## src/hw/rtl/nspdu_pkg.sv

```systemverilog
// Shared types, codes and helpers for the NS PDU parser.
`timescale 1ns / 1ps
package nspdu_pkg;

  // Parse phases
  localparam logic [3:0] PH_TYPE     = 4'd0;
  localparam logic [3:0] PH_IGNORE   = 4'd1;
  localparam logic [3:0] PH_SPARE    = 4'd2;
  localparam logic [3:0] PH_BVCI_HI  = 4'd3;
  localparam logic [3:0] PH_BVCI_LO  = 4'd4;
  localparam logic [3:0] PH_PAYLOAD  = 4'd5;
  localparam logic [3:0] PH_TLV_TYPE = 4'd6;
  localparam logic [3:0] PH_LEN1     = 4'd7;
  localparam logic [3:0] PH_LEN2     = 4'd8;
  localparam logic [3:0] PH_VALUE    = 4'd9;
  localparam logic [3:0] PH_SKIP     = 4'd10;

  // Event kinds
  localparam logic [3:0] EV_PDU_TYPE  = 4'd0;
  localparam logic [3:0] EV_UD_BVCI   = 4'd1;
  localparam logic [3:0] EV_PAYLOAD   = 4'd2;
  localparam logic [3:0] EV_CAUSE     = 4'd3;
  localparam logic [3:0] EV_NSVCI     = 4'd4;
  localparam logic [3:0] EV_BVCI      = 4'd5;
  localparam logic [3:0] EV_NSEI      = 4'd6;
  localparam logic [3:0] EV_BAD_LEN   = 4'd7;
  localparam logic [3:0] EV_ERROR_PDU = 4'd8;
  localparam logic [3:0] EV_UNKNOWN   = 4'd9;
  localparam logic [3:0] EV_TRUNC     = 4'd10;
  localparam logic [3:0] EV_END       = 4'd11;

  // PDU types
  localparam logic [7:0] PDU_UNITDATA  = 8'h00;
  localparam logic [7:0] PDU_RESET     = 8'h02;
  localparam logic [7:0] PDU_RESET_ACK = 8'h03;
  localparam logic [7:0] PDU_BLOCK     = 8'h04;
  localparam logic [7:0] PDU_BLOCK_ACK = 8'h05;
  localparam logic [7:0] PDU_STATUS    = 8'h08;

  // Element types
  localparam logic [7:0] IE_CAUSE  = 8'h00;
  localparam logic [7:0] IE_NSVCI  = 8'h01;
  localparam logic [7:0] IE_NS_PDU = 8'h02;
  localparam logic [7:0] IE_BVCI   = 8'h03;
  localparam logic [7:0] IE_NSEI   = 8'h04;

  typedef struct packed {
    logic [3:0]  phase;
    logic [7:0]  tlv_type;
    logic [14:0] tlv_length;
    logic [14:0] bytes_left;
    logic [15:0] acc;
  } parse_state_t;

  typedef struct packed {
    logic        valid;
    logic [3:0]  kind;
    logic [15:0] value;
    logic [7:0]  etype;
    logic [14:0] elen;
    logic        pend;
  } result_t;

  function automatic logic is_id_element(input logic [7:0] t);
    return (t == IE_NSVCI) || (t == IE_BVCI) || (t == IE_NSEI);
  endfunction

  function automatic logic is_tlv_pdu(input logic [7:0] t);
    return (t == PDU_RESET) || (t == PDU_RESET_ACK) || (t == PDU_BLOCK) ||
           (t == PDU_BLOCK_ACK) || (t == PDU_STATUS);
  endfunction

endpackage

```

## src/hw/rtl/nspdu_step.sv

```systemverilog
// Per-word parse step: next state and result for one PDU octet.
`timescale 1ns / 1ps
module nspdu_step import nspdu_pkg::*; (
  input  parse_state_t st,
  input  logic [7:0]   data_byte,
  input  logic         last_byte,
  output parse_state_t st_next,
  output result_t      res
);

  always_comb begin
    parse_state_t n;
    logic         has_ev;
    logic [3:0]   kind;
    logic [15:0]  val;
    logic [14:0]  len;
    logic         len_known;
    logic [14:0]  left_dec;
    logic         in_field;

    n         = st;
    has_ev    = 1'b0;
    kind      = EV_END;
    val       = '0;
    len       = '0;
    len_known = 1'b0;
    left_dec  = (st.bytes_left != '0) ? st.bytes_left - 15'd1 : st.bytes_left;

    case (st.phase)
      PH_TYPE: begin
        has_ev = 1'b1;
        kind   = EV_PDU_TYPE;
        val    = {8'h00, data_byte};
        if (data_byte == PDU_UNITDATA) begin
          n.phase = PH_SPARE;
        end else if (is_tlv_pdu(data_byte)) begin
          n.phase = PH_TLV_TYPE;
        end else begin
          n.phase = PH_IGNORE;
        end
      end
      PH_IGNORE: begin
      end
      PH_SPARE: begin
        n.phase = PH_BVCI_HI;
      end
      PH_BVCI_HI: begin
        n.acc   = {8'h00, data_byte};
        n.phase = PH_BVCI_LO;
      end
      PH_BVCI_LO: begin
        n.acc   = {st.acc[7:0], data_byte};
        has_ev  = 1'b1;
        kind    = EV_UD_BVCI;
        val     = {st.acc[7:0], data_byte};
        n.phase = PH_PAYLOAD;
      end
      PH_PAYLOAD: begin
        has_ev = 1'b1;
        kind   = EV_PAYLOAD;
        val    = {8'h00, data_byte};
      end
      PH_TLV_TYPE: begin
        n.tlv_type   = data_byte;
        n.tlv_length = '0;
        n.phase      = PH_LEN1;
      end
      PH_LEN1: begin
        if (data_byte[7]) begin
          len       = {8'h00, data_byte[6:0]};
          len_known = 1'b1;
        end else begin
          n.acc   = {8'h00, data_byte};
          n.phase = PH_LEN2;
        end
      end
      PH_LEN2: begin
        len       = {st.acc[6:0], data_byte};
        len_known = 1'b1;
      end
      PH_VALUE: begin
        n.acc        = {st.acc[7:0], data_byte};
        n.bytes_left = left_dec;
        if (left_dec == '0) begin
          has_ev = 1'b1;
          val    = {st.acc[7:0], data_byte};
          if (st.tlv_type == IE_CAUSE) begin
            kind = EV_CAUSE;
          end else if (st.tlv_type == IE_NSVCI) begin
            kind = EV_NSVCI;
          end else if (st.tlv_type == IE_BVCI) begin
            kind = EV_BVCI;
          end else begin
            kind = EV_NSEI;
          end
          n.phase = PH_TLV_TYPE;
        end
      end
      PH_SKIP: begin
        n.bytes_left = left_dec;
        if (left_dec == '0) begin
          n.phase = PH_TLV_TYPE;
        end
      end
      default: begin
        n.phase = PH_IGNORE;
      end
    endcase

    // Length complete: check it against the element type
    if (len_known) begin
      n.tlv_length = len;
      n.bytes_left = len;
      if (((st.tlv_type == IE_CAUSE) && (len == 15'd1)) ||
          (is_id_element(st.tlv_type) && (len == 15'd2))) begin
        n.acc   = '0;
        n.phase = PH_VALUE;
      end else begin
        has_ev = 1'b1;
        if ((st.tlv_type == IE_CAUSE) || is_id_element(st.tlv_type)) begin
          kind = EV_BAD_LEN;
        end else if (st.tlv_type == IE_NS_PDU) begin
          kind = EV_ERROR_PDU;
        end else begin
          kind = EV_UNKNOWN;
        end
        n.phase = (len != '0) ? PH_SKIP : PH_TLV_TYPE;
      end
    end

    res.valid = has_ev;
    res.kind  = kind;
    res.value = val;
    res.pend  = last_byte;
    if (has_ev && (kind >= EV_CAUSE)) begin
      res.etype = n.tlv_type;
      res.elen  = n.tlv_length;
    end else begin
      res.etype = '0;
      res.elen  = '0;
    end

    if (last_byte) begin
      in_field = (n.phase == PH_SPARE) || (n.phase == PH_BVCI_HI) ||
                 (n.phase == PH_BVCI_LO) || (n.phase == PH_LEN1) ||
                 (n.phase == PH_LEN2) || (n.phase == PH_VALUE) ||
                 (n.phase == PH_SKIP);
      if (in_field) begin
        res.valid = 1'b1;
        res.kind  = EV_TRUNC;
        res.value = '0;
        res.etype = (n.phase >= PH_LEN1) ? n.tlv_type : 8'h00;
        res.elen  = (n.phase >= PH_VALUE) ? n.tlv_length : 15'd0;
      end else if (!has_ev) begin
        res.valid = 1'b1;
        res.kind  = EV_END;
        res.value = '0;
        res.etype = '0;
        res.elen  = '0;
      end
      // Return to reset state after the final octet
      n.phase      = PH_TYPE;
      n.tlv_type   = '0;
      n.tlv_length = '0;
      n.bytes_left = '0;
      n.acc        = '0;
    end else begin
      in_field = 1'b0;
    end

    st_next = n;
  end

endmodule

```

## src/hw/rtl/gprs_ns_pdu_tlv_parser.sv

```systemverilog
// Top level of the NS PDU parser: input register, parse state, result register.
//
//   channel | direction | handshake            | payload
//   --------+-----------+----------------------+-----------------------------------------
//   in      | sink      | in_valid / in_ready  | data_byte, last_byte
//   out     | source    | out_valid / out_ready| event_kind, field_value, element_type,
//           |           |                      | element_length, pdu_end
//
// One word per cycle sustained while the output is not stalled; a taken word passes through
// the input register, then one parse step into the result register.
// Words with no event produce nothing on the output; the final word of a PDU always does.
// Reset (rst, synchronous) clears the parse state and both register valid flags.
// A stalled output holds the result and backs up into the input register and in_ready.
`timescale 1ns / 1ps
module gprs_ns_pdu_tlv_parser import nspdu_pkg::*; (
  input  logic        clk,
  input  logic        rst,
  input  logic        in_valid,
  output logic        in_ready,
  input  logic [7:0]  data_byte,
  input  logic        last_byte,
  output logic        out_valid,
  input  logic        out_ready,
  output logic [3:0]  event_kind,
  output logic [15:0] field_value,
  output logic [7:0]  element_type,
  output logic [14:0] element_length,
  output logic        pdu_end
);

  logic         s1_valid;
  logic [7:0]   s1_byte;
  logic         s1_last;
  logic         advance;
  parse_state_t st;
  parse_state_t st_next;
  result_t      res;
  result_t      out_reg;

  nspdu_step u_step (
    .st        (st),
    .data_byte (s1_byte),
    .last_byte (s1_last),
    .st_next   (st_next),
    .res       (res)
  );

  assign advance  = s1_valid && (!out_reg.valid || out_ready);
  assign in_ready = !s1_valid || advance;

  always_ff @(posedge clk) begin
    if (rst) begin
      s1_valid <= 1'b0;
    end else if (in_ready) begin
      s1_valid <= in_valid;
    end
    if (in_valid && in_ready) begin
      s1_byte <= data_byte;
      s1_last <= last_byte;
    end
  end

  always_ff @(posedge clk) begin
    if (rst) begin
      st.phase      <= PH_TYPE;
      st.tlv_type   <= '0;
      st.tlv_length <= '0;
      st.bytes_left <= '0;
      st.acc        <= '0;
    end else if (advance) begin
      st <= st_next;
    end
  end

  always_ff @(posedge clk) begin
    if (rst) begin
      out_reg.valid <= 1'b0;
    end else if (advance) begin
      out_reg <= res;
    end else if (out_ready) begin
      // drop the delivered word
      out_reg.valid <= 1'b0;
    end
  end

  assign out_valid      = out_reg.valid;
  assign event_kind     = out_reg.kind;
  assign field_value    = out_reg.value;
  assign element_type   = out_reg.etype;
  assign element_length = out_reg.elen;
  assign pdu_end        = out_reg.pend;

  a_last_resets: assert property (@(posedge clk) disable iff (rst)
    (advance && s1_last) |=> (st.phase == PH_TYPE))
    else $error("parse state not back to type phase after final word");

  a_last_gives_result: assert property (@(posedge clk) disable iff (rst)
    (advance && s1_last) |=> (out_valid && pdu_end))
    else $error("final word produced no result");

  a_no_overwrite: assert property (@(posedge clk) disable iff (rst)
    (out_valid && !out_ready) |-> !advance)
    else $error("parse step advanced into a stalled result register");

  a_etype_zero: assert property (@(posedge clk) disable iff (rst)
    (out_valid && (event_kind == EV_PDU_TYPE || event_kind == EV_UD_BVCI ||
                   event_kind == EV_PAYLOAD || event_kind == EV_END))
      |-> (element_type == 8'h00 && element_length == 15'd0))
    else $error("element fields set on a non-element event");

  a_end_only_last: assert property (@(posedge clk) disable iff (rst)
    (out_valid && (event_kind == EV_TRUNC || event_kind == EV_END)) |-> pdu_end)
    else $error("truncated or end event without final mark");

endmodule

```

## config.mk

```make
export PLATFORM = sky130hd
export DESIGN_NAME = gprs_ns_pdu_tlv_parser
export DESIGN_NICKNAME = d
export VERILOG_FILES = /design/src/hw/rtl/nspdu_pkg.sv /design/src/hw/rtl/nspdu_step.sv /design/src/hw/rtl/gprs_ns_pdu_tlv_parser.sv
export SDC_FILE = /design/constraint.sdc
export NUM_CORES = 1
export LEC_CHECK = 0
export BUFFER_PORTS_ARGS = -buffer_cell sky130_fd_sc_hd__buf_2
export CAP_MARGIN = 25
export CORE_MARGIN = 3
export CORE_UTILIZATION = 58
export DETAILED_ROUTE_END_ITERATION = 6
export PLACE_DENSITY = 0.85
export RECOVER_POWER = 25
export SYNTH_ARGS = -nofsm -noshare
export SYNTH_HDL_FRONTEND = slang
export SYNTH_SLANG_ARGS = --single-unit
export TNS_END_PERCENT = 100
```

## constraint.sdc

```tcl
create_clock -name clk -period 3.75 [get_ports clk]
set_input_delay 0.75 -clock clk [delete_from_list [all_inputs] [get_ports clk]]
set_output_delay 0.75 -clock clk [all_outputs]
set_load 0.03 [all_outputs]
```

# Word-level counts from Yosys, hierarchy flattened

Index checks and enable logic that the tools add are counted.

Multiplexer cells: 43
Bitwise logic cells: 1
Order comparisons: 3
Reductions and logical operators: 38
Eq/ne operators: 28
$add $sub $neg: 1

Operator list:

| operator                                              | count |
|---|---|
| case mux 16 bit (3 select lines)                      | 2 |
| 2-to-1 mux 44 bit                                     | 2 |
| 2-to-1 mux 58 bit                                     | 1 |
| 2-to-1 mux 16 bit                                     | 3 |
| 2-to-1 mux 23 bit                                     | 2 |
| 2-to-1 mux 46 bit                                     | 1 |
| 2-to-1 mux 15 bit                                     | 3 |
| 2-to-1 mux 43 bit                                     | 1 |
| 2-to-1 mux 4 bit                                      | 10 |
| equality test 8 x 2 -> 1 bit (second input constant)  | 4 |
| case mux 4 bit (8 select lines)                       | 1 |
| case mux 15 bit (2 select lines)                      | 1 |
| nonzero test 15 bit                                   | 2 |
| equality test 4 x 3 -> 1 bit (second input constant)  | 6 |
| equality test 4 bit (second input constant)           | 6 |
| equality test 8 x 3 -> 1 bit (second input constant)  | 3 |
| equality test 4 x 2 -> 1 bit (second input constant)  | 4 |
| logical NOT 8 bit                                     | 2 |
| logical OR 1 bit                                      | 16 |
| case mux 4 bit (4 select lines)                       | 1 |
| equality test 15 x 1 -> 1 bit (second input constant) | 1 |
| equality test 15 x 2 -> 1 bit (second input constant) | 1 |
| logical NOT 15 bit                                    | 1 |
| subtractor 15 x 1 -> 15 bit (second input constant)   | 1 |
| other kinds (21)                                      | 39 |

Output and inout bits: 46
Flip-flop bits (word level): 113
Logic and storage cells: 128
Input port bits: 13

# Longest topological paths before layout

Word-level depth: 19
Mapped depth: 11
Gate-level depth less buffers: 10

# Modules after synthesis

A second synthesis with hierarchy kept.

Cell total of the unflattened synthesis: 735
Area, all modules: 6,633.9 µm²

Modules (own cells, without submodules):

| module                 | instances | cells an instance | area each (µm²) | sequential area each (µm²) |
|---|---|---|---|---|
| gprs_ns_pdu_tlv_parser | 1         | 329               | 4,209.0         | 2,792.7 |
| nspdu_step             | 1         | 406               | 2,424.8         | 0.0 |

# Worst setup path before layout

Ideal clock, no wire load.

Path type: input to register
Start: input rst
End: register out_reg, in the netlist element_length[0] (enable)
Setup time: 0.446 ns
Arrival time: 2.995 ns
Stages on the path: 3
Buffers on the path: 2
Data required time: 3.304 ns
Setup slack: 0.310 ns
Cells stage by stage: clkbuf_1 > clkbuf_1 > nor2_1

Cells in the longest elaborated chain, start to end: 2

RTL lines:

| element                              | line                         | RTL |
|---|---|---|
| from (decl)                          | gprs_ns_pdu_tlv_parser.sv:17 | `input logic rst,` |
| inverter 1 bit (no source line)      | --                           |  |
| AND reduction 2 bit (no source line) | --                           |  |
| to (signal assigned)                 | gprs_ns_pdu_tlv_parser.sv:79 | `out_reg <= res;` |
| to (decl)                            | gprs_ns_pdu_tlv_parser.sv:38 | `result_t out_reg;` |

No other way between the ends.
A chain may end at the register's enable or synchronous reset.

==> impl_summary.log <==
[metrics] outcome: complete, but fails checks
[metrics] violated checks: capacitance limit, slew limit
[metrics] last weighted congestion value of the routability-driven placer: 0.976
[metrics] number of levels in the clock H-tree: 3
[metrics] Clk Tree Root Cell: sky130_fd_sc_hd__clkbuf_8
[metrics] crit-path max FO: 9
[metrics] Critical Path Start Type: register
[metrics] post-synthesis async set-or-reset flop share: 0%
[metrics] share of the clock period used by the worst path: 90.8%
[metrics] final worst path period need: 3410 ps
[metrics] number of storage elements in the synthesis netlist: 105
[metrics] share of cells above drive strength 1: 13.6%
[metrics] worst max-slew margin expressed relative to the limit: -48.0%
[metrics] Most Used Layer, Global Route: met2
[metrics] Cell variety after synth: 63
[metrics] Buffers on Ports: 58
[metrics] CTS buffer count: 9
[metrics] signed area change from the synthesized netlist to the final layout: 12.2%
[metrics] die outline area: 0.0101 sq mm
[metrics] number of iterations in the first detailed-routing pass: 7
[metrics] terminating pin of the worst hold path: st[45]$_SDFFE_PP0P_
[metrics] number of synthesized flops with an enable pin: 53
[metrics] peak supply drop: 0.000277 V
[metrics] global-route track usage on met1: 40.3%
[metrics] Post-Layout Cell Count: 714
[metrics] Die Span Y: 100 um
[metrics] achievable frequency: 294 MHz
[metrics] number of antenna violations at the first check in global routing: 0
[metrics] area share of the largest cell type after synthesis: 30.7%
[metrics] 1st-iter DRT viols: 472
[metrics] Fillers: 688
[metrics] Final Routed Wirelength: 13800 um
[metrics] first-pass GRT wire length: 21800 um
[metrics] Fin Clk Skew: 18.3 ps
[metrics] GRT met2 Usage: 41.8%
[metrics] routed len/inst: 19.3 um
[metrics] horizontal die dimension: 100 um
[metrics] row cnt: 33
[metrics] Top FF cell, synth: sky130_fd_sc_hd__edfxtp_1
[metrics] via count of the first global-routing pass: 4155
[metrics] Yosys warnings: 0
[metrics] clock-pin slew on the worst setup and hold paths: 110 ps
[metrics] total nets after synthesis: 564
[metrics] critical setup path kind: reg2reg
[metrics] worst path required time: 3920 ps
[metrics] netlist area before placement: 0.00518 sq mm
[metrics] count of buffers added by post-CTS timing repair for setup: 0
[metrics] Final setup violation count: 0
[metrics] post-synthesis cell count: 549
[metrics] fraction of the yosys area taken by sequential cells: 50.8%
[metrics] start point of the worst hold path: st[45]$_SDFFE_PP0P_
[metrics] placed cells: 696
[metrics] overall via count from detail_route: 4552
[metrics] Hold Path Cell Cnt: 2
[metrics] total track usage: 27.6%
[metrics] unrepaired setup endpoints after global routing: false
[metrics] top area cells in the synthesized netlist: sky130_fd_sc_hd__edfxtp_1 (31%), sky130_fd_sc_hd__dfxtp_1 (20%), sky130_fd_sc_hd__a22oi_1 (5.7%), sky130_fd_sc_hd__nor2_1 (5.3%), sky130_fd_sc_hd__nand2_1 (4.3%)
[metrics] Resized Gates After CTS: 0
[metrics] number of nets in the finished design: 619
[metrics] area of the core region: 0.00842 sq mm
[metrics] Tightest Pin Transition: 2220 ps
[metrics] cell leakage power: 2.08 nW
[metrics] number of nets with antenna violations after routing: 0
[metrics] Global Route met3 Usage: 5.74%
[metrics] most used cells in the layout excluding fill and tap cells: sky130_fd_sc_hd__nor2_1 (72), sky130_fd_sc_hd__nand2_1 (59), sky130_fd_sc_hd__edfxtp_1 (53)
[metrics] post-detailed-route via-to-cell ratio: 6.38
[metrics] worst reg-to-reg setup slack: 340 ps
[metrics] sum of negative setup slack: 0 ps
[metrics] Hold Fails Final Rpt: 0
[metrics] Worst Setup End Kind: register
[metrics] clock buffer depth: 2
[metrics] post-cts hold buffer count: 0
[metrics] R2R Path Start: st[16]$_SDFFE_PP0P_
[metrics] initial core utilization: 61.5%
[metrics] sum of overflow across all layers after global routing: 0
[metrics] Post-Synthesis Mean Instance Area: 9.43 sq um
[metrics] clock sinks: 105
[metrics] commonest non-fill, non-tap cell in the layout: sky130_fd_sc_hd__nor2_1
[metrics] Worst Hold Class: reg2reg
[metrics] arrival time at the worst endpoint: 3570 ps
[metrics] Reg2Reg Capture Point: element_type[2]$_DFFE_PP_
[metrics] areal power density over the cells: 355 mW/mm^2
[metrics] clk_lat worst skew: 380 ps
[metrics] clock tree from TritonCTS: yes
[metrics] largest net degree at the start of global routing: 54
[metrics] worst reg-to-reg path cell count: 11
[metrics] Max Transition Viols Final: 49
[metrics] top cell type by total area after synthesis: sky130_fd_sc_hd__edfxtp_1
[metrics] drc violations: 0
[metrics] count of maximum capacitance violations: 1
[metrics] half-perimeter wire length after placement: 9480 um
[metrics] Top-Level Pins: 59
[metrics] number of diodes added for antenna fixing: 0
## routing by layer
metal	wire (um)	vias up	share of wire, %
met1	5980	2134	43
met4	274	0	2.0
li1	-	2136	-
met2	6190	254	45
met3	1330	28	9.7
met5	0	-	0
## where the power goes
group	switching (W)	internal, W	leakage (nW)	total, W
clock	0.000438	0.000266	0.0994	0.000703
combinational	0.0000893	0.0000349	1.03	0.000124
sequential	0.0000170	0.00122	0.952	0.00124
total	0.000544	0.00152	2.08	0.00206
## critical path, stage by stage, from the launching register on
cell and delay, ps:
sky130_fd_sc_hd__dfxtp_1 370, sky130_fd_sc_hd__inv_1 100, sky130_fd_sc_hd__ha_1 180, sky130_fd_sc_hd__nor4b_2 390
sky130_fd_sc_hd__nand4_2 310, sky130_fd_sc_hd__mux2i_1 310, sky130_fd_sc_hd__nand4_1 130, sky130_fd_sc_hd__or3_1 390
sky130_fd_sc_hd__o21ai_0 390, sky130_fd_sc_hd__nor4bb_1 100, sky130_fd_sc_hd__buf_4 180, sky130_fd_sc_hd__nor4_1 350
## sequential cells by signal, indices dropped and copies added (netlist names)
register        flops
element_type        8
out_valid           1
field_value        16
s1_last             1
pdu_end             1
s1_valid            1
st                 50
s1_byte             8
element_length     15
event_kind          4
## worst max-delay path by stage
| stage | startpoint | to | cells past startpoint |
|---|---|---|---|
| after CTS | st[16]$_SDFFE_PP0P_ | element_type[2]$_DFFE_PP_ | 11 |
| after detailed placement | st[16]$_SDFFE_PP0P_ | element_type[2]$_DFFE_PP_ | 11 |
| final | st[16]$_SDFFE_PP0P_ | element_type[2]$_DFFE_PP_ | 11 |
| after floorplan | rst | element_length[0]$_DFFE_PP_ | 3 |
| after global routing | st[16]$_SDFFE_PP0P_ | element_type[2]$_DFFE_PP_ | 11 |
| after global placement | st[16]$_SDFFE_PP0P_ | element_type[4]$_DFFE_PP_ | 11 |
## final cells by class
| type | count | area, sq um | area share [%] |
|---|---|---|---|
| repair buffers | 81 | 422 | 7.26 |
| multi-input cells | 398 | 2390 | 41.1 |
| inverters | 9 | 33.8 | 0.582 |
| clock inverters | 7 | 80.1 | 1.38 |
| flip-flops and latches | 105 | 2630 | 45.3 |
| clock buffers | 9 | 124 | 2.13 |
| well taps | 105 | 131 | 2.26 |
## cell usage after synthesis, types with 2 or more instances
| cell | n |
|---|---|
| sky130_fd_sc_hd__a2111oi_0 | 2 |
| sky130_fd_sc_hd__a22oi_1 | 39 |
| sky130_fd_sc_hd__nand2_1 | 59 |
| sky130_fd_sc_hd__nor2b_1 | 8 |
| sky130_fd_sc_hd__a31oi_1 | 3 |
| sky130_fd_sc_hd__ha_1 | 2 |
| sky130_fd_sc_hd__nand3_1 | 8 |
| sky130_fd_sc_hd__a2bb2oi_1 | 2 |
| sky130_fd_sc_hd__and3_1 | 3 |
| sky130_fd_sc_hd__xnor2_1 | 5 |
| sky130_fd_sc_hd__o21bai_1 | 3 |
| sky130_fd_sc_hd__o21ai_1 | 3 |
| sky130_fd_sc_hd__and2_1 | 19 |
| sky130_fd_sc_hd__nor4_1 | 13 |
| sky130_fd_sc_hd__or2_2 | 2 |
| sky130_fd_sc_hd__o41ai_1 | 2 |
| sky130_fd_sc_hd__or4_1 | 2 |
| sky130_fd_sc_hd__a32oi_1 | 4 |
| sky130_fd_sc_hd__nor2_1 | 73 |
| sky130_fd_sc_hd__mux2i_1 | 13 |
| sky130_fd_sc_hd__o2111ai_1 | 2 |
| sky130_fd_sc_hd__clkbuf_1 | 35 |
| sky130_fd_sc_hd__a21oi_1 | 39 |
| sky130_fd_sc_hd__xor2_1 | 2 |
| sky130_fd_sc_hd__or3_1 | 5 |
| sky130_fd_sc_hd__dfxtp_1 | 52 |
| sky130_fd_sc_hd__nor4bb_1 | 2 |
| sky130_fd_sc_hd__inv_1 | 9 |
| sky130_fd_sc_hd__nor3_1 | 7 |
| sky130_fd_sc_hd__nor4b_2 | 2 |
| sky130_fd_sc_hd__nor4b_1 | 2 |
| sky130_fd_sc_hd__o32a_1 | 2 |
| sky130_fd_sc_hd__nor3b_1 | 5 |
| sky130_fd_sc_hd__o211ai_1 | 3 |
| sky130_fd_sc_hd__o31ai_1 | 5 |
| sky130_fd_sc_hd__nand4_1 | 4 |
| sky130_fd_sc_hd__edfxtp_1 | 53 |
| sky130_fd_sc_hd__nand2b_1 | 4 |
| sky130_fd_sc_hd__o21ai_0 | 26 |
| sky130_fd_sc_hd__o22ai_1 | 2 |
## metrics by stage
| stage | setup WS [ps] | area (sq um) | total power [W] | hold WS [ps] | util, % |
|---|---|---|---|---|---|
| 6_report | 344 | 5810 | 0.00206 | 521 | 69.0 |
| 5_1_grt | 51.0 | 5810 | 0.00214 | 530 | 69.0 |
| 4_1_cts | 249 | 5830 | 0.00207 | 518 | 69.2 |
| 3_5_place_dp | 305 | 5630 | 0.00139 | 492 | 66.8 |
| 3_3_place_gp | 335 | 5630 | 0.00138 | 468 | 66.8 |
| 2_1_floorplan | 310 | 5180 | 0.00134 | 424 | - |
## kinds of logic after synthesis
group	after synthesis	synth area share, %
simple gates	228	22.4
compound gates	148	19.0
flops	105	50.8
buf+inv	46	3.50
mux	13	2.51
xor+xnor	7	1.18
fa+ha+maj	2	0.483
Note: power is estimated with default switching activity, not from simulation.
